[config.mk]
export PLATFORM = sky130hd
export DESIGN_NAME = interval_run_extractor_flat
export DESIGN_NICKNAME = d
export VERILOG_FILES = /design/src/rtl/irx_pkg.sv /design/src/rtl/irx_if.sv /design/src/rtl/irx_front.sv /design/src/rtl/irx_queue.sv /design/src/rtl/irx_back.sv /design/src/rtl/interval_run_extractor.sv /design/src/flat_wrapper.sv
export SDC_FILE = /design/constraint.sdc
export NUM_CORES = 1
export LEC_CHECK = 0
export ABC_AREA = 1
export ABC_CLOCK_PERIOD_IN_PS = 4200
export BUFFER_PORTS_ARGS = -buffer_cell sky130_fd_sc_hd__clkbuf_2
export CORE_ASPECT_RATIO = 0.5
export CORE_MARGIN = 5
export CORE_UTILIZATION = 50
export DETAILED_ROUTE_END_ITERATION = 10
export PLACE_DENSITY = 0.78
export SYNTH_ARGS = -nofsm -noshare
export SYNTH_HDL_FRONTEND = slang
export SYNTH_HIERARCHICAL = 1
export SYNTH_SLANG_ARGS = --single-unit
[constraint.sdc]
create_clock -name clk -period 4.2 [get_ports clk]
set_clock_uncertainty 0.2 [all_clocks]
set_input_delay 0.84 -clock clk [delete_from_list [all_inputs] [get_ports clk]]
set_output_delay 0.84 -clock clk [all_outputs]
set_load 0.01 [all_outputs]
[src/rtl/irx_pkg.sv]
// ----------------------------------------------------------------------------
// irx_pkg
// Shared constants and helpers for the interval run extractor: set operation
// codes, locus pair codes, locus width and saturating locus arithmetic.
// ----------------------------------------------------------------------------
package irx_pkg;

  localparam int LOCI_PER_WORD_DEF = 16;
  localparam int LOCUS_W           = 31;
  localparam int OFF_W             = 6;   // holds an in-word offset up to 32
  localparam int MODE_W            = 3;
  localparam int QUEUE_DEPTH       = 2;

  localparam logic [LOCUS_W-1:0] LOCUS_MAX = {LOCUS_W{1'b1}};

  localparam logic [MODE_W-1:0] MODE_INTERSECT = 3'd0;
  localparam logic [MODE_W-1:0] MODE_REF_ONLY  = 3'd1;
  localparam logic [MODE_W-1:0] MODE_REL_ONLY  = 3'd2;
  localparam logic [MODE_W-1:0] MODE_UNION     = 3'd3;
  localparam logic [MODE_W-1:0] MODE_NEITHER   = 3'd4;

  localparam logic [1:0] PAIR_BOTH = 2'b11;
  localparam logic [1:0] PAIR_REF  = 2'b01;
  localparam logic [1:0] PAIR_REL  = 2'b10;
  localparam logic [1:0] PAIR_NONE = 2'b00;

  function automatic logic qualifies(logic [MODE_W-1:0] mode, logic [1:0] pair);
    logic q;
    q = 1'b0;
    unique case (mode)
      MODE_INTERSECT: q = (pair == PAIR_BOTH);
      MODE_REF_ONLY:  q = (pair == PAIR_REF);
      MODE_REL_ONLY:  q = (pair == PAIR_REL);
      MODE_UNION:     q = (pair != PAIR_NONE);
      MODE_NEITHER:   q = (pair == PAIR_NONE);
      default:        q = 1'b0;
    endcase
    return q;
  endfunction

  function automatic logic [LOCUS_W-1:0] sat_add(logic [LOCUS_W-1:0] base,
                                                 logic [OFF_W-1:0] off);
    logic [LOCUS_W:0] sum;
    sum = {1'b0, base} + {{(LOCUS_W + 1 - OFF_W){1'b0}}, off};
    return sum[LOCUS_W] ? LOCUS_MAX : sum[LOCUS_W-1:0];
  endfunction

  // locus just before a word's first locus
  function automatic logic [LOCUS_W-1:0] prev_locus(logic [LOCUS_W-1:0] base);
    logic [LOCUS_W-1:0] p;
    if (base == LOCUS_MAX) begin
      p = LOCUS_MAX;
    end else if (base == '0) begin
      p = '0;
    end else begin
      p = base - LOCUS_W'(1);
    end
    return p;
  endfunction

endpackage

[src/rtl/irx_if.sv]
// ----------------------------------------------------------------------------
// irx_if
// Channel interfaces of the interval run extractor: input words, result
// intervals and the set operation register write channel.
// ----------------------------------------------------------------------------
interface irx_in_if #(parameter int LOCI = irx_pkg::LOCI_PER_WORD_DEF) ();
  localparam int CNT_W = $clog2(LOCI + 1);

  logic                 valid;
  logic                 ready;
  logic [2*LOCI-1:0]    locus_pairs;
  logic [CNT_W-1:0]     valid_count;
  logic                 map_end;

  modport source (output valid, locus_pairs, valid_count, map_end, input ready);
  modport sink   (input valid, locus_pairs, valid_count, map_end, output ready);
endinterface

interface irx_out_if ();
  logic                         valid;
  logic                         ready;
  logic [irx_pkg::LOCUS_W-1:0]  run_start;
  logic [irx_pkg::LOCUS_W-1:0]  run_end;
  logic                         last_result;

  modport source (output valid, run_start, run_end, last_result, input ready);
  modport sink   (input valid, run_start, run_end, last_result, output ready);
endinterface

interface irx_cfg_if ();
  logic                        valid;
  logic                        ready;
  logic [irx_pkg::MODE_W-1:0]  set_mode;

  modport source (output valid, set_mode, input ready);
  modport sink   (input valid, set_mode, output ready);
endinterface

[src/rtl/irx_front.sv]
// ----------------------------------------------------------------------------
// irx_front
// Accepts input words, tests every valid locus against the set operation and
// tracks the locus number of each word's first locus.
// ----------------------------------------------------------------------------
module irx_front #(
  parameter int LOCI = irx_pkg::LOCI_PER_WORD_DEF
) (
  input  logic                         clk,
  input  logic                         rst_n,
  input  logic                         in_valid,
  output logic                         in_ready,
  input  logic [2*LOCI-1:0]            in_locus_pairs,
  input  logic [$clog2(LOCI+1)-1:0]    in_valid_count,
  input  logic                         in_map_end,
  input  logic                         cfg_valid,
  input  logic [irx_pkg::MODE_W-1:0]   cfg_set_mode,
  input  logic                         q_full,
  output logic                         q_wr,
  output logic [LOCI-1:0]              q_qual,
  output logic [$clog2(LOCI+1)-1:0]    q_count,
  output logic                         q_map_end,
  output logic [irx_pkg::LOCUS_W-1:0]  q_base
);
  import irx_pkg::*;

  localparam int CNT_W = $clog2(LOCI + 1);

  logic [MODE_W-1:0]  mode_r, mode_nxt;
  logic [LOCUS_W-1:0] base_r, base_nxt;
  logic [CNT_W-1:0]   count;

  assign in_ready = !q_full;
  assign q_wr     = in_valid && in_ready;

  always_comb begin
    count = (in_valid_count > CNT_W'(LOCI)) ? CNT_W'(LOCI) : in_valid_count;
    for (int k = 0; k < LOCI; k++) begin
      q_qual[k] = qualifies(mode_r, in_locus_pairs[2*k +: 2]) && (CNT_W'(k) < count);
    end
  end

  assign q_count   = count;
  assign q_map_end = in_map_end;
  assign q_base    = base_r;

  always_comb begin
    mode_nxt = cfg_valid ? cfg_set_mode : mode_r;
    base_nxt = base_r;
    if (q_wr) begin
      // restart numbering after the last word of a map
      base_nxt = in_map_end ? '0 : sat_add(base_r, OFF_W'(count));
    end
  end

  always_ff @(posedge clk) begin
    if (!rst_n) begin
      mode_r <= MODE_INTERSECT;
      base_r <= '0;
    end else begin
      mode_r <= mode_nxt;
      base_r <= base_nxt;
    end
  end

endmodule

[src/rtl/irx_queue.sv]
// ----------------------------------------------------------------------------
// irx_queue
// Short first-in first-out queue of classified words between the front end
// and the interval back end.
// ----------------------------------------------------------------------------
module irx_queue #(
  parameter int WIDTH = 8,
  parameter int DEPTH = irx_pkg::QUEUE_DEPTH
) (
  input  logic             clk,
  input  logic             rst_n,
  input  logic             wr,
  input  logic [WIDTH-1:0] wr_data,
  input  logic             rd,
  output logic [WIDTH-1:0] rd_data,
  output logic             full,
  output logic             empty
);
  localparam int PTR_W = (DEPTH > 1) ? $clog2(DEPTH) : 1;
  localparam int CNT_W = $clog2(DEPTH + 1);

  logic [WIDTH-1:0] slot_r [DEPTH];
  logic [PTR_W-1:0] wr_ptr_r, wr_ptr_nxt;
  logic [PTR_W-1:0] rd_ptr_r, rd_ptr_nxt;
  logic [CNT_W-1:0] fill_r, fill_nxt;

  assign full    = (fill_r == CNT_W'(DEPTH));
  assign empty   = (fill_r == '0);
  assign rd_data = slot_r[rd_ptr_r];

  always_comb begin
    wr_ptr_nxt = wr_ptr_r;
    rd_ptr_nxt = rd_ptr_r;
    fill_nxt   = fill_r;
    if (wr) begin
      wr_ptr_nxt = (wr_ptr_r == PTR_W'(DEPTH - 1)) ? '0 : wr_ptr_r + PTR_W'(1);
    end
    if (rd) begin
      rd_ptr_nxt = (rd_ptr_r == PTR_W'(DEPTH - 1)) ? '0 : rd_ptr_r + PTR_W'(1);
    end
    if (wr && !rd) begin
      fill_nxt = fill_r + CNT_W'(1);
    end else if (rd && !wr) begin
      fill_nxt = fill_r - CNT_W'(1);
    end
  end

  always_ff @(posedge clk) begin
    if (wr) begin
      slot_r[wr_ptr_r] <= wr_data;
    end
  end

  always_ff @(posedge clk) begin
    if (!rst_n) begin
      wr_ptr_r <= '0;
      rd_ptr_r <= '0;
      fill_r   <= '0;
    end else begin
      wr_ptr_r <= wr_ptr_nxt;
      rd_ptr_r <= rd_ptr_nxt;
      fill_r   <= fill_nxt;
    end
  end

endmodule

[src/rtl/irx_back.sv]
// ----------------------------------------------------------------------------
// irx_back
// Turns classified words into intervals: marks run starts and ends on load,
// then emits one interval per cycle into the output register unless stalled.
// ----------------------------------------------------------------------------
module irx_back #(
  parameter int LOCI = irx_pkg::LOCI_PER_WORD_DEF
) (
  input  logic                         clk,
  input  logic                         rst_n,
  input  logic                         hd_empty,
  output logic                         hd_rd,
  input  logic [LOCI-1:0]              hd_qual,
  input  logic [$clog2(LOCI+1)-1:0]    hd_count,
  input  logic                         hd_map_end,
  input  logic [irx_pkg::LOCUS_W-1:0]  hd_base,
  output logic                         out_valid,
  input  logic                         out_ready,
  output logic [irx_pkg::LOCUS_W-1:0]  out_run_start,
  output logic [irx_pkg::LOCUS_W-1:0]  out_run_end,
  output logic                         out_last_result
);
  import irx_pkg::*;

  localparam int CNT_W = $clog2(LOCI + 1);

  function automatic logic [CNT_W-1:0] lowest(logic [LOCI-1:0] v);
    logic [CNT_W-1:0] r;
    r = '0;
    for (int k = LOCI - 1; k >= 0; k--) begin
      if (v[k]) r = CNT_W'(k);
    end
    return r;
  endfunction

  function automatic logic [CNT_W-1:0] highest(logic [LOCI-1:0] v);
    logic [CNT_W-1:0] r;
    r = '0;
    for (int k = 0; k < LOCI; k++) begin
      if (v[k]) r = CNT_W'(k);
    end
    return r;
  endfunction

  // run state carried across words
  logic               in_run_r, in_run_nxt;
  logic [LOCUS_W-1:0] open_start_r, open_start_nxt;
  // word being worked off
  logic [LOCI-1:0]    smask_r, smask_nxt;
  logic [LOCI-1:0]    emask_r, emask_nxt;
  logic               close_r, close_nxt;
  logic [LOCUS_W-1:0] base_r, base_nxt;
  logic [CNT_W-1:0]   vc_r, vc_nxt;
  logic [LOCUS_W-1:0] carry_r, carry_nxt;
  // output register
  logic               ovalid_r, ovalid_nxt;
  logic [LOCUS_W-1:0] ostart_r, ostart_nxt;
  logic [LOCUS_W-1:0] oend_r, oend_nxt;
  logic               olast_r, olast_nxt;

  logic               ends_any, starts_any, active, emit_fire, emit_last, start_own;
  logic               load, fin_run;
  logic [CNT_W-1:0]   e_idx, s_idx, end_idx, hs_idx;
  logic [LOCI-1:0]    below_e, at_e, vmask, prev_q, ld_ends, ld_starts;
  logic [LOCUS_W-1:0] emit_start, emit_end;

  always_comb begin
    ends_any   = |emask_r;
    starts_any = |smask_r;
    e_idx      = lowest(emask_r);
    s_idx      = lowest(smask_r);
    for (int k = 0; k < LOCI; k++) begin
      below_e[k] = (CNT_W'(k) < e_idx);
      at_e[k]    = (CNT_W'(k) == e_idx);
    end

    // a run closes at the locus before the end mark, or at the word's last locus
    end_idx    = ends_any ? e_idx : vc_r;
    start_own  = starts_any && (!ends_any || (s_idx < e_idx));
    emit_start = start_own ? sat_add(base_r, OFF_W'(s_idx)) : carry_r;
    emit_end   = (end_idx == '0) ? prev_locus(base_r)
                                 : sat_add(base_r, OFF_W'(end_idx) - OFF_W'(1));
    emit_last  = ends_any ? (((emask_r & ~at_e) == '0) && !close_r) : 1'b1;

    active    = ends_any || close_r;
    emit_fire = active && (!ovalid_r || out_ready);
    load      = !hd_empty && (!active || (emit_fire && emit_last));

    // mark starts and ends of the head word against the carried run state
    for (int k = 0; k < LOCI; k++) begin
      vmask[k] = (CNT_W'(k) < hd_count);
    end
    prev_q    = (hd_qual << 1) | LOCI'(in_run_r);
    ld_ends   = ~hd_qual & prev_q & vmask;
    ld_starts = hd_qual & ~prev_q;
    fin_run   = in_run_r;
    for (int k = 0; k < LOCI; k++) begin
      if (CNT_W'(k + 1) == hd_count) fin_run = hd_qual[k];
    end
    hs_idx = highest(ld_starts);
  end

  assign hd_rd = load;

  always_comb begin
    in_run_nxt     = in_run_r;
    open_start_nxt = open_start_r;
    smask_nxt      = smask_r;
    emask_nxt      = emask_r;
    close_nxt      = close_r;
    base_nxt       = base_r;
    vc_nxt         = vc_r;
    carry_nxt      = carry_r;
    ovalid_nxt     = ovalid_r;
    ostart_nxt     = ostart_r;
    oend_nxt       = oend_r;
    olast_nxt      = olast_r;

    if (emit_fire) begin
      ovalid_nxt = 1'b1;
      ostart_nxt = emit_start;
      oend_nxt   = emit_end;
      olast_nxt  = emit_last;
      if (ends_any) begin
        // drop this end and the start that opened its run
        emask_nxt = emask_r & ~at_e;
        smask_nxt = smask_r & ~below_e;
      end else begin
        close_nxt = 1'b0;
      end
    end else if (out_ready) begin
      ovalid_nxt = 1'b0;
    end

    if (load) begin
      smask_nxt      = ld_starts;
      emask_nxt      = ld_ends;
      close_nxt      = hd_map_end && fin_run;
      base_nxt       = hd_base;
      vc_nxt         = hd_count;
      carry_nxt      = open_start_r;
      in_run_nxt     = !hd_map_end && fin_run;
      if (|ld_starts) begin
        open_start_nxt = sat_add(hd_base, OFF_W'(hs_idx));
      end
    end
  end

  always_ff @(posedge clk) begin
    if (!rst_n) begin
      in_run_r     <= 1'b0;
      open_start_r <= '0;
      smask_r      <= '0;
      emask_r      <= '0;
      close_r      <= 1'b0;
      ovalid_r     <= 1'b0;
    end else begin
      in_run_r     <= in_run_nxt;
      open_start_r <= open_start_nxt;
      smask_r      <= smask_nxt;
      emask_r      <= emask_nxt;
      close_r      <= close_nxt;
      ovalid_r     <= ovalid_nxt;
    end
  end

  always_ff @(posedge clk) begin
    base_r   <= base_nxt;
    vc_r     <= vc_nxt;
    carry_r  <= carry_nxt;
    ostart_r <= ostart_nxt;
    oend_r   <= oend_nxt;
    olast_r  <= olast_nxt;
  end

  assign out_valid       = ovalid_r;
  assign out_run_start   = ostart_r;
  assign out_run_end     = oend_r;
  assign out_last_result = olast_r;

endmodule

[src/rtl/interval_run_extractor.sv]
// ----------------------------------------------------------------------------
// interval_run_extractor
// Extracts start/end intervals of qualifying loci runs from a stream of
// two-bit-per-locus presence words.
//
//   channel   dir   word contents
//   in_ch     in    locus_pairs, valid_count, map_end
//   out_ch    out   run_start, run_end, last_result
//   cfg_ch    in    set_mode
//
// A word enters whenever the two-entry queue has room.
// The back end emits a word's intervals one after another and loads the next
// word as the last of them is emitted; a word that yields none is still loaded.
// Reset is synchronous and active low; there is no clearing pass.
// An output stall holds the back end; words still enter until the queue is full.
// ----------------------------------------------------------------------------
module interval_run_extractor #(
  parameter int LOCI_PER_WORD = irx_pkg::LOCI_PER_WORD_DEF
) (
  input  logic      clk,
  input  logic      rst_n,
  irx_in_if.sink    in_ch,
  irx_out_if.source out_ch,
  irx_cfg_if.sink   cfg_ch
);
  import irx_pkg::*;

  localparam int CNT_W = $clog2(LOCI_PER_WORD + 1);
  localparam int ENT_W = LOCI_PER_WORD + CNT_W + 1 + LOCUS_W;

  logic                     q_wr, q_rd, q_full, q_empty;
  logic [LOCI_PER_WORD-1:0] wr_qual, hd_qual;
  logic [CNT_W-1:0]         wr_count, hd_count;
  logic                     wr_map_end, hd_map_end;
  logic [LOCUS_W-1:0]       wr_base, hd_base;
  logic [ENT_W-1:0]         wr_data, rd_data;

  assign cfg_ch.ready = 1'b1;

  irx_front #(.LOCI(LOCI_PER_WORD)) u_front (
    .clk            (clk),
    .rst_n          (rst_n),
    .in_valid       (in_ch.valid),
    .in_ready       (in_ch.ready),
    .in_locus_pairs (in_ch.locus_pairs),
    .in_valid_count (in_ch.valid_count),
    .in_map_end     (in_ch.map_end),
    .cfg_valid      (cfg_ch.valid),
    .cfg_set_mode   (cfg_ch.set_mode),
    .q_full         (q_full),
    .q_wr           (q_wr),
    .q_qual         (wr_qual),
    .q_count        (wr_count),
    .q_map_end      (wr_map_end),
    .q_base         (wr_base)
  );

  assign wr_data = {wr_qual, wr_count, wr_map_end, wr_base};
  assign {hd_qual, hd_count, hd_map_end, hd_base} = rd_data;

  irx_queue #(.WIDTH(ENT_W), .DEPTH(QUEUE_DEPTH)) u_queue (
    .clk     (clk),
    .rst_n   (rst_n),
    .wr      (q_wr),
    .wr_data (wr_data),
    .rd      (q_rd),
    .rd_data (rd_data),
    .full    (q_full),
    .empty   (q_empty)
  );

  irx_back #(.LOCI(LOCI_PER_WORD)) u_back (
    .clk             (clk),
    .rst_n           (rst_n),
    .hd_empty        (q_empty),
    .hd_rd           (q_rd),
    .hd_qual         (hd_qual),
    .hd_count        (hd_count),
    .hd_map_end      (hd_map_end),
    .hd_base         (hd_base),
    .out_valid       (out_ch.valid),
    .out_ready       (out_ch.ready),
    .out_run_start   (out_ch.run_start),
    .out_run_end     (out_ch.run_end),
    .out_last_result (out_ch.last_result)
  );

endmodule

[src/flat_wrapper.sv]
// flat-port wrapper written by rule: the top's interface ports become plain ports
module interval_run_extractor_flat import irx_pkg::*;
#(
  parameter int LOCI_PER_WORD = irx_pkg::LOCI_PER_WORD_DEF
)
  (clk, rst_n, in_ch_valid, in_ch_locus_pairs, in_ch_valid_count, in_ch_map_end, in_ch_ready, out_ch_valid, out_ch_run_start, out_ch_run_end, out_ch_last_result, out_ch_ready, cfg_ch_valid, cfg_ch_set_mode, cfg_ch_ready);
  irx_in_if in_ch_i ();
  irx_out_if out_ch_i ();
  irx_cfg_if cfg_ch_i ();
  input  logic clk;
  input  logic rst_n;
  input wire logic [$bits(in_ch_i.valid)-1:0] in_ch_valid;
  input wire logic [$bits(in_ch_i.locus_pairs)-1:0] in_ch_locus_pairs;
  input wire logic [$bits(in_ch_i.valid_count)-1:0] in_ch_valid_count;
  input wire logic [$bits(in_ch_i.map_end)-1:0] in_ch_map_end;
  output wire logic [$bits(in_ch_i.ready)-1:0] in_ch_ready;
  output wire logic [$bits(out_ch_i.valid)-1:0] out_ch_valid;
  output wire logic [$bits(out_ch_i.run_start)-1:0] out_ch_run_start;
  output wire logic [$bits(out_ch_i.run_end)-1:0] out_ch_run_end;
  output wire logic [$bits(out_ch_i.last_result)-1:0] out_ch_last_result;
  input wire logic [$bits(out_ch_i.ready)-1:0] out_ch_ready;
  input wire logic [$bits(cfg_ch_i.valid)-1:0] cfg_ch_valid;
  input wire logic [$bits(cfg_ch_i.set_mode)-1:0] cfg_ch_set_mode;
  output wire logic [$bits(cfg_ch_i.ready)-1:0] cfg_ch_ready;
  assign in_ch_i.valid = in_ch_valid;
  assign in_ch_i.locus_pairs = in_ch_locus_pairs;
  assign in_ch_i.valid_count = in_ch_valid_count;
  assign in_ch_i.map_end = in_ch_map_end;
  assign in_ch_ready = in_ch_i.ready;
  assign out_ch_valid = out_ch_i.valid;
  assign out_ch_run_start = out_ch_i.run_start;
  assign out_ch_run_end = out_ch_i.run_end;
  assign out_ch_last_result = out_ch_i.last_result;
  assign out_ch_i.ready = out_ch_ready;
  assign cfg_ch_i.valid = cfg_ch_valid;
  assign cfg_ch_i.set_mode = cfg_ch_set_mode;
  assign cfg_ch_ready = cfg_ch_i.ready;
  interval_run_extractor #(.LOCI_PER_WORD(LOCI_PER_WORD)) u_core (.clk(clk), .rst_n(rst_n), .in_ch(in_ch_i), .out_ch(out_ch_i), .cfg_ch(cfg_ch_i));
endmodule
==> impl_metrics.ini <==
[timing]
min_period_ps = 4270
rsz0062_at_grt = yes
slew_headroom_pct = 25.9
setup_viol = 2
fmax_mhz = 234
drv_slew = 0
fin_hold_ws_ps = 232
final.period_utilization_pct = 102
tns_ps = -66.4
worst_slack_ps = -65.4
worst_slew_pin_slew_ps = 1110
hold_viol = 0

[worst_setup_path]
start_kind = flip-flop
path_class = flip-flop to flip-flop
rr_endpoint = u_core/u_back/open_start_r[28]$_SDFFE_PN0P_
worstPathArrival_ps = 4520
cp_max_fo = 8
crit_required_ps = 4450
worst-path-buf-inv = 5
timing.critical_path.mode_cell = nand2_2
r2r_setup_slack_ps = -70
cpPeakStageDelay_ps = 390
slowest_stage = dfxtp_4
crit_path_end_kind = flip-flop
cpLargestDelayFamily = simple AND/OR/NAND/NOR gates
reg2reg_depth = 27

[detailed_routing]
drtIter0Drc = 2193
dr.pass1.iters = 7
wl_per_cell_um = 17.0
num_vias = 17800
drcViolationCount = 0
drtAntennaViolNets = 0
wirelength_mm = 54.9
routed_via_density = 5.51

[clocking]
h-tree-depth = 2
clk_path_buf_depth = 3
path_clk_slew_ps = 70
cts_root_buf = clkbuf_16
cts_inserted_buffers = 34
cts-hold-fix-buffers = 0
worstSkewPairLatency_ps = 520
numClockSinks = 341
cts_tree = done

[synthesis]
synthFlopType = edfxtp_1
synth_nets = 2593
syn-mean-instance-area_um2 = 8.02
synth_area_mm2 = 0.0202
ys_types = 65
ys_seq_area_share_pct = 45.5
synth_warnings = 6
async_reset_ff_share_pct = 0
ys_ff_latch = 341
synth_edf_count = 236
synthCells = 2518

[layout]
nets = 2736
final_util_pct = 57.6
drive_gt1_share_pct = 18.2
syn_to_final_growth_pct = 14.5
instances_no_fill = 3226
final_cell_mix = 629 x nand2_1, 273 x nor2_1, 260 x inv_1
num_antenna_cells = 0
final_common_cell = nand2_1

[power]
vdd_drop_max_v = 0.000631
p_leak_uw = 0.00969
p_per_area_mw_per_mm2 = 770
fin_total_pwr_uw = 17800

[floorplanning]
top_level_ports = 112
initial_core_util_pct = 50.3
design.die.area_mm2 = 0.0448
core-area_mm2 = 0.0401
rows = 52
die_h_um = 152
die_x_um = 294

[worst_hold_path]
hp-start = u_core/u_back/open_start_r[3]$_SDFFE_PN0P_
min_delay_path_depth = 0
hp-class = flip-flop to flip-flop
min_to = u_core/u_back/carry_r[3]$_DFFE_PN_

[outcome]
violations = negative setup slack
outcome = finished, violations left

[grt]
grtUsageTotal_pct = 23.7
grt_pass1_vias = 16000
grt_pass1_wl_mm = 86.7
globalRouteOverflowTotal = 0
antenna_found_initial = 0
grt_max_degree = 63

[placed_design]
gp_congestion = 0.959
hpwlAfterDp_mm = 39.8
port_buffers = 110
dpl.cell_count = 3143

[flow_run]
maxCapViolCount = 0
[where the power goes]
group          leakage (uW)  switching [uW]  internal (uW)
combinational       0.00602            5790           3000
clock              0.000526            1350           1670
sequential          0.00314             777           5220
total               0.00969            7920           9890
[cell type report]
class | instances | area, um2
inverter | 285 | 1080
timing repair buffer | 192 | 1230
tap | 540 | 676
fill | 3437 | 17000
clock inverter | 19 | 166
multi-input combinational | 1807 | 9840
sequential | 341 | 9200
clock buffer | 42 | 933
[how the worst max path moves through the flow]
stage,end,cells after the start
6_report,u_core/u_back/open_start_r[28]$_SDFFE_PN0P_,27
5_1_grt,u_core/u_back/open_start_r[28]$_SDFFE_PN0P_,27
2_1_floorplan,u_core/u_back/out_run_end[29]$_DFFE_PP_,25
4_1_cts,u_core/u_back/open_start_r[29]$_SDFFE_PN0P_,27
3_3_place_gp,u_core/u_back/open_start_r[30]$_SDFFE_PN0P_,25
3_5_place_dp,u_core/u_back/open_start_r[28]$_SDFFE_PN0P_,25
[state kept, by name, indices dropped and copies added, names as in the netlist, 2 cells and up, named ones only]
name and cells:
u_core/u_queue/fill_r 2, u_core/u_back/carry_r 31, u_core/u_back/out_run_end 31, u_core/u_front/mode_r 3
u_core/u_back/base_r 31, u_core/u_back/emask_r 16, u_core/u_back/out_run_start 31, u_core/u_back/smask_r 16
u_core/u_queue/slot_r 106, u_core/u_front/q_base 31, u_core/u_back/open_start_r 31, u_core/u_back/vc_r 5
[worst register-to-register path, delay by kind of cell (launching register included)]
kind                     cells  cell delay (ps)
multiplexers                 1              320
adder cells (fa/ha/maj)      1              300
AND/OR/NAND/NOR             18             2200
AO/OA/AOI/OAI                2              260
buffers and inverters        5              530
flip-flops                   1              390
[cell usage after synthesis, types with 4 or more instances]
cell       instances  area, um2
a21oi_2           16        140
nand3b_1          12       90.1
buf_12             5        100
dfxtp_1          105       2100
xnor2_1           26        228
inv_1            273       1020
or2_2             13       81.3
nand3_1          219       1100
clkbuf_8           4       55.1
o21ai_1            8       40.0
nor3_1            50        250
buf_6              4       45.0
inv_2             11       41.3
or2_0              4       25.0
o21ai_0           99        495
clkbuf_1          37        139
a31oi_1           21        131
xor2_1            55        482
nor3_2             6       60.1
nor2_1           299       1120
nor4_1            14       87.6
ha_1              25        313
nor2_2             5       31.3
mux2_4            50        751
a22oi_1            4       30.0
nand4_1           27        169
nand2_2           16        100
nand3_2            8       80.1
nand2_1          646       2420
fa_1               4       80.1
buf_4              5       37.5
buf_2             26        130
edfxtp_1         236       7090
a2bb2oi_1          8       70.1
a21oi_1          127        636
[what timing repair did]
action | in CTS | in global routing
endpoints found under the setup margin | 4 | 62
pin swaps | 4 | 41
gates resized for setup | 14 | 116
setup buffers | 3 | 19
[logic make-up (layout without fill, tap and decap cells)]
kind of cell | count (synthesis) | in the layout | share of synthesized area [%]
and+or+nand+nor | 1332 | 1332 | 28.4
buffers and inverters | 370 | 538 | 7.91
DFF | 341 | 341 | 45.5
AOI/OAI and AO/OA | 310 | 310 | 8.76
xor gates and xnor gates | 81 | 81 | 3.51
muxes | 54 | 54 | 3.93
adders and majority gates | 29 | 29 | 1.94
other | 1 | 1 | 0.0186
[routing by layer]
metal / part of all wire (%) / global-route usage [%] / wire length (um) / up-vias
met3: 11 / 5.35 / 5980 / 82
met2: 41 / 33.9 / 22700 / 821
met4: 1.9 / 4.79 / 1040 / 0
li1: - / - / - / 8632
met5: 0 / 0 / 0 / -
met1: 46 / 36.9 / 25100 / 8230
[per-stage QoR]
| stage | setup WS [ps] | area [um2] |
|---|---|---|
| 2_1_floorplan | 102 | 20200 |
| 5_1_grt | -315 | 23100 |
| 3_3_place_gp | 79.8 | 21400 |
| 3_5_place_dp | -51.1 | 21400 |
| 4_1_cts | 14.0 | 22600 |
| 6_report | -65.4 | 23100 |
No activity file was read; power rests on OpenSTA's default activity.
